## src/rtl/core/gcd_pkg.sv

```systemverilog
`timescale 1ns / 1ps
// ----------------------------------------------------------------------------
// Greedy change dispenser package
// Shared widths, denomination table, stock reset values, status codes and the
// structures that travel along the cell chain.
// ----------------------------------------------------------------------------
package gcd_pkg;

  localparam int NumDenoms     = 14;
  localparam int AmtW          = 20;  // cents, amount_due / payment / change
  localparam int IdxW          = 4;
  localparam int OutW          = 16;  // count and stock_left on the ports
  localparam int RefillW       = 8;
  localparam int StockWidthDef = 16;

  localparam logic [AmtW-1:0]    MinCoinCents = AmtW'(5);
  localparam logic [RefillW-1:0] RefillReset  = RefillW'(10);

  // Denomination values in cents, largest first.
  localparam int unsigned DENOM_CENTS [NumDenoms] = '{
    200000, 100000, 50000, 20000, 10000, 5000, 2500,
    2000, 1000, 500, 100, 50, 20, 5
  };

  localparam int unsigned STOCK_RESET [NumDenoms] = '{
    2, 2, 5, 5, 10, 10, 10, 10, 20, 20, 20, 50, 50, 50
  };

  typedef enum logic [2:0] {
    ST_DISPENSED    = 3'd0,
    ST_NO_CHANGE    = 3'd1,
    ST_INSUFFICIENT = 3'd2,
    ST_CANNOT       = 3'd3,
    ST_REFILLED     = 3'd4
  } status_e;

  // Token of the greedy walk, handed from cell to cell.
  typedef struct packed {
    logic            valid;
    logic [AmtW-1:0] rest;
    logic            used;
    logic [IdxW-1:0] last_idx;
  } chain_t;

  // Result offered by a cell while the commit token visits it.
  typedef struct packed {
    logic            valid;
    logic [IdxW-1:0] idx;
    logic [OutW-1:0] count;
    logic [OutW-1:0] left;
  } result_t;

endpackage

```

## src/rtl/core/gcd_cell.sv

```systemverilog
`timescale 1ns / 1ps
// ----------------------------------------------------------------------------
// Greedy change dispenser cell
// Holds the stock of one denomination. Takes its share of the change as the
// walk token passes, and applies it when the commit token passes.
// ----------------------------------------------------------------------------
module gcd_cell #(
  parameter int STOCK_WIDTH = gcd_pkg::StockWidthDef,
  parameter int Index       = 0
) (
  input  logic                        clk_i,
  input  logic                        rst_ni,
  input  logic                        refill_i,
  input  logic [gcd_pkg::RefillW-1:0] refill_amt_i,
  input  gcd_pkg::chain_t             walk_i,
  output gcd_pkg::chain_t             walk_o,
  input  logic                        cmt_i,
  output logic                        cmt_o,
  output gcd_pkg::result_t            result_o
);
  import gcd_pkg::*;

  localparam int unsigned Denom = DENOM_CENTS[Index];
  localparam int Shift  = AmtW + $clog2(Denom);
  localparam int RecipW = AmtW + 2;
  // Rounded-up reciprocal: exact floor division for every AmtW-bit dividend.
  localparam logic [RecipW-1:0] Recip =
    RecipW'(((64'd1 << Shift) + 64'(Denom) - 64'd1) / 64'(Denom));
  localparam int CmpW = (STOCK_WIDTH > AmtW) ? STOCK_WIDTH : AmtW;

  logic [STOCK_WIDTH-1:0]   stock_q;
  logic [AmtW-1:0]          take_q;
  chain_t                   st1_q;
  logic [AmtW-1:0]          quo_q;
  chain_t                   walk_q;
  logic                     cmt_q;

  logic [AmtW+RecipW-1:0]   prod1;
  logic [AmtW-1:0]          quo_d;
  logic [CmpW-1:0]          quo_x;
  logic [CmpW-1:0]          stk_x;
  logic [AmtW-1:0]          give;
  logic [2*AmtW-1:0]        prod2;
  logic [STOCK_WIDTH:0]     sum;
  logic [STOCK_WIDTH-1:0]   sat;
  logic [STOCK_WIDTH-1:0]   left_full;

  // Stage one: quotient of the incoming rest by this denomination.
  assign prod1 = {{RecipW{1'b0}}, walk_i.rest} * {{AmtW{1'b0}}, Recip};
  assign quo_d = AmtW'(prod1 >> Shift);

  // Stage two: limit by stock and take the paid part off the rest.
  assign quo_x = CmpW'(quo_q);
  assign stk_x = CmpW'(stock_q);
  assign give  = AmtW'((quo_x < stk_x) ? quo_x : stk_x);
  assign prod2 = {{AmtW{1'b0}}, give} * (2*AmtW)'(Denom);

  assign sum = {1'b0, stock_q} + (STOCK_WIDTH+1)'(refill_amt_i);
  assign sat = sum[STOCK_WIDTH] ? {STOCK_WIDTH{1'b1}} : sum[STOCK_WIDTH-1:0];

  assign left_full = stock_q - STOCK_WIDTH'(take_q);

  always_ff @(posedge clk_i or negedge rst_ni) begin
    if (!rst_ni) begin
      stock_q <= STOCK_WIDTH'(STOCK_RESET[Index]);
      st1_q   <= '0;
      walk_q  <= '0;
      cmt_q   <= 1'b0;
    end else begin
      st1_q        <= walk_i;
      walk_q.valid <= st1_q.valid;
      walk_q.rest  <= st1_q.rest - prod2[AmtW-1:0];
      walk_q.used  <= st1_q.used | (give != '0);
      walk_q.last_idx <= (give != '0) ? IdxW'(Index) : st1_q.last_idx;
      cmt_q        <= cmt_i;
      if (refill_i) begin
        stock_q <= sat;
      end else if (cmt_i) begin
        stock_q <= left_full;
      end
    end
  end

  always_ff @(posedge clk_i) begin
    quo_q <= quo_d;
    if (st1_q.valid) begin
      take_q <= give;
    end
  end

  assign walk_o = walk_q;
  assign cmt_o  = cmt_q;

  assign result_o.valid = cmt_i && (take_q != '0);
  assign result_o.idx   = IdxW'(Index);
  assign result_o.count = OutW'(take_q);
  assign result_o.left  = OutW'(left_full);

endmodule

```

## config.mk

```make
export PLATFORM = sky130hd
export DESIGN_NAME = gcd_cell
export DESIGN_NICKNAME = d
export VERILOG_FILES = /design/src/rtl/core/gcd_pkg.sv /design/src/rtl/core/gcd_cell.sv
export SDC_FILE = /design/constraint.sdc
export NUM_CORES = 1
export LEC_CHECK = 0
export BUFFER_PORTS_ARGS = -buffer_cell sky130_fd_sc_hd__buf_2
export CAP_MARGIN = 30
export CELL_PAD_IN_SITES_DETAIL_PLACEMENT = 0
export CELL_PAD_IN_SITES_GLOBAL_PLACEMENT = 2
export CORE_ASPECT_RATIO = 0.5
export CORE_MARGIN = 3
export CORE_UTILIZATION = 45
export CTS_CLUSTER_SIZE = 10
export DETAILED_ROUTE_END_ITERATION = 10
export GPL_ROUTABILITY_DRIVEN = 0
export HOLD_SLACK_MARGIN = 0.12
export PLACE_DENSITY_LB_ADDON = 0.1
export SYNTH_ARGS = -nofsm -noshare
export SYNTH_HDL_FRONTEND = slang
export SYNTH_SLANG_ARGS = --single-unit
```

## constraint.sdc

```tcl
create_clock -name clk_i -period 12.1 [get_ports clk_i]
set_input_delay 1.21 -clock clk_i [delete_from_list [all_inputs] [get_ports clk_i]]
set_output_delay 1.21 -clock clk_i [all_outputs]
set_load 0.02 [all_outputs]
```

# ---- Word-level counts from Yosys, hierarchy flattened
# Cells that the tools add are included.
dict set report classes {
  addsub 3
  multipliers 2
  order_cmp 1
  mux 5
  n_bitwise 1
  n_reduce_logical 4
}
# cell n
set op_table {}
lappend op_table {{16-bit 2-to-1 mux} 4}
lappend op_table {{20-bit by 20-bit multiplier with 40-bit output, second input constant} 1}
lappend op_table {{20-bit nonzero test} 2}
lappend op_table {{20-bit subtractor} 1}
lappend op_table {{16-bit by 8-bit adder with 17-bit output} 1}
lappend op_table {{3-bit by 16-bit < comparator with 1-bit output} 1}
lappend op_table {{16-bit by 12-bit multiplier with 14-bit output, second input constant} 1}
lappend op_table {{16-bit subtractor} 1}
lappend op_table {{4-bit 2-to-1 mux} 1}
lappend op_table {{2-bit nonzero test} 1}
lappend op_table {{1-bit logical AND} 1}
lappend op_table {{1-bit bitwise OR} 1}
dict set report word_totals {
  regBits 92
  input_bits 38
  word_cells 28
}

# ---- Longest topological paths before layout
dict set report depth {
  ltp_word 4
  ltp_mapped 28
}

# ---- Worst setup path after synthesis
# OpenSTA, ideal clock, no wires.
dict set report synth_path {
  path_kind {input-to-reg}
  from {in walk_i[6] (netlist name)}
  to {reg quo_q[2]}
  setup_time_ns 0.121
  t_arrival_ns 6.018
  t_required_ns 11.979
  setup_slack_ns 5.961
  stages 20
  path_buffers 0
  path_cell_list {inv_1 > fa_1 > inv_1 > ha_1 > fa_1 > inv_1 > fa_1 > inv_1 > fa_1 > fa_1 > inv_1 > fa_1 > inv_1 > ha_1 > nand3_1 > o41ai_1 > a21oi_1 > nor3_1 > a31oi_1 > xnor2_1}
}
dict set report synth_between {
  elab_chain_len 1
}
# item line_no
set synth_lines {}
lappend synth_lines {{start: declaration} gcd_cell.sv:15} ;# input gcd_pkg::chain_t walk_i,
lappend synth_lines {{20-bit by 20-bit multiplier with 40-bit output} gcd_cell.sv:49} ;# assign prod1 = {{RecipW{1'b0}}, walk_i.rest} * {{AmtW{1'b0}}, Recip};
lappend synth_lines {{named net prod1[40]} gcd_cell.sv:38} ;# logic [AmtW+RecipW-1:0] prod1;
lappend synth_lines {{end signal: assignment} gcd_cell.sv:85} ;# quo_q <= quo_d;
lappend synth_lines {{end: declaration} gcd_cell.sv:34} ;# logic [AmtW-1:0] quo_q;
# The timed path passes the listed nets, and every way through them passes these cells.
# A chain may end at the register's enable or synchronous reset.

# ---- Worst setup path after layout
dict set report layout_path {
  from {in walk_i[8] (netlist name)}
  to {reg quo_q[2]}
}
# The elaborated chain is that of the path after synthesis.

==> flow_metrics.py <==
metrics = {
    "clocking": {
        "clock_sinks": 88,
        "cts_max_path_buffers": 2,
        "cts_hold_buf": 0,
        "cts_buffers": 9,
        "postCtsSetupRepairBufs": 0,
        "clock_latency_ps": 350,
        "root_buffer": "clkbuf_16",
        "htree_levels": 3,
        "cts.reportedPaths.clkPinSlew_ps": 80,
        "cts-resized-gates": 0,
        "cts_tree": "yes",
    },
    "place": {
        "io_buffers": 97,
        "place_hpwl_um": 24900,
    },
    "routing": {
        "wl_um": 29300,
        "drcViolationCount": 0,
        "vias": 8925,
        "postRouteAntennaNets": 0,
        "routedWlPerCell_um": 16.1,
        "first_pass_iters": 4,
        "vias_per_cell": 4.90,
        "dr.first_iter.drc_count": 280,
    },
    "global_routing": {
        "antenna_found_initial": 0,
        "grt_pass1_vias": 9538,
        "grt_max_degree": 70,
        "grt_pass1_wl_um": 49100,
        "grt_overflow": 0,
        "grt_use_total_pct": 19.4,
    },
    "yosys": {
        "synth-main-ff-cell": "dfrtp_1",
        "synth_area_sq_um": 13400,
        "synthTopCellsByArea": "ha_1, fa_1, dfrtp_1, inv_1, edfxtp_1",
        "synth_seq_cells": 88,
        "ys_seq_area_share_pct": 16.9,
        "async_flop_share_pct": 78.4,
        "yosys_warnings": 0,
        "postSynthCellCount": 1287,
        "synth.distinct_cells": 62,
        "yosysTopAreaCell": "ha_1",
        "synth_top_area_share_pct": 29.1,
        "synth.avg_cell_area_sq_um": 10.4,
        "synth_edf_count": 16,
    },
    "critical_path": {
        "cp-start-kind": "input pin",
        "cp_max_fo": 11,
        "arrival_ps": 6870,
        "endpoint_kind": "flop",
        "path_class": "in2reg",
        "required_ps": 12330,
    },
    "job": {
        "cap_violations": 0,
    },
    "timing": {
        "tightest_slew_ps": 720,
        "fin_crit_ps": 6640,
        "setup_viol": 0,
        "clock.fmax_mhz": 151,
        "hold_violations": 0,
        "grt_setup_unrepaired": "false",
        "relSlewSlack_pct": 51.8,
        "slew_viol_final": 0,
        "setup_tns_ps": 0,
        "post-route-period-util_pct": 54.9,
        "fin_skew_ps": 12.7,
    },
    "floorplanning": {
        "initial_core_util_pct": 47.0,
        "die_area_sq_um": 32000,
        "die_w_um": 250,
        "rows": 43,
        "floorplan.core_area_sq_um": 28500,
        "io_pins": 102,
        "fp.dieH_um": 128,
    },
    "layout": {
        "area_growth_pct": 10.6,
        "nFillCells": 2656,
        "nets": 1966,
        "final_cell_mix": "inv_1, ha_1, fa_1",
        "final_common_cell": "inv_1",
        "drive_above_1_share_pct": 9.02,
        "antenna_cells": 0,
    },
    "worst_hold_path": {
        "worstHoldPathType": "reg2reg",
    },
    "outcome": {
        "status": "complete, no violations",
    },
}
-- metal layers --
layer,routed length (um),global-route usage [%],vias to the layer above
met5,0,0,-
met4,278,3.10,0
met3,1140,3.04,16
met2,13400,31.5,118
met1,14500,27.9,4378
li1,-,-,4413
-- final cells by class --
type / instances / area, sq um / share of cell area (%)
multi-input combinational: 906 / 10000 / 67.6
sequential: 88 / 2270 / 15.3
inverter: 332 / 1250 / 8.42
timing repair buffer: 99 / 520 / 3.52
tap: 382 / 478 / 3.23
clock buffer: 10 / 239 / 1.61
clock inverter: 6 / 46.3 / 0.313
-- stage by stage --
step / util, % / cells / hold WS, ps / setup WS [ps] / instance area, sq um
floorplan: - / 1336 / 331 / 5960 / 13600
global placement: 50.9 / 1806 / 338 / 5170 / 14500
detailed placement: 50.9 / 1806 / 335 / 5060 / 14500
CTS: 51.9 / 1822 / 352 / 5420 / 14800
global route: 52.0 / 1823 / 365 / 5160 / 14800
finish: 52.0 / 1823 / 352 / 5460 / 14800
-- registers in the layout (all words and copies together), names as in the netlist --
name and cells:
st1_q 26, quo_q 3, take_q 16, stock_q 16
walk_o 26, cmt_o 1
-- cells in the mapped netlist (10+ instances only) --
master,n
inv_1,332
ha_1,311
fa_1,181
dfrtp_1,68
nor2_1,54
a21oi_1,48
xnor2_1,33
o21ai_0,29
o21a_1,25
nand2_1,22
edfxtp_1,16
xor2_1,15
a21o_1,14
nor3_1,12
nor2b_1,10
-- worst paths after layout --
path / endpoint / cells after the start / startpoint / slack (ps)
max in group asynchronous: walk_o[22] / 3 / rst_ni / 10810
setup reg to reg: walk_o[23] / 21 / stock_q[1] / 6180
min in group asynchronous: stock_q[0] / 2 / rst_ni / 730
setup / recovery: quo_q[2] / 21 / walk_i[8] / 5460
hold reg to reg: walk_o[6] / 0 / st1_q[6] / 350
hold / removal: walk_o[6] / 0 / st1_q[6] / 350
-- worst max-delay path, stage by stage --
cell and delay, ps:
buf_2 270, inv_1 180, fa_1 510, inv_1 40
ha_1 210, fa_1 530, inv_1 40, fa_1 470
inv_1 50, fa_1 500, fa_1 560, inv_1 60
fa_1 500, inv_1 40, ha_1 270, nand3_1 90
o41ai_1 670, a21oi_1 150, nor3_1 240, a31oi_1 150
xnor2_1 140
-- cell families (layout without fill, tap and decap cells) --
family,count (synthesis),count (layout),synth area share (%)
adder cells (fa/ha/maj),492,492,56.1
buffers and inverters,342,447,9.70
AO/OA/AOI/OAI,167,167,8.42
AND/OR/NAND/NOR,144,144,5.25
flip-flops,88,88,16.9
XOR/XNOR,48,48,3.14
multiplexers,4,4,0.336
other,2,51,0.0561
Power is left out: the tool's default activity adds up to more than one toggle a clock period on the data nets, which glitch-free logic cannot reach.
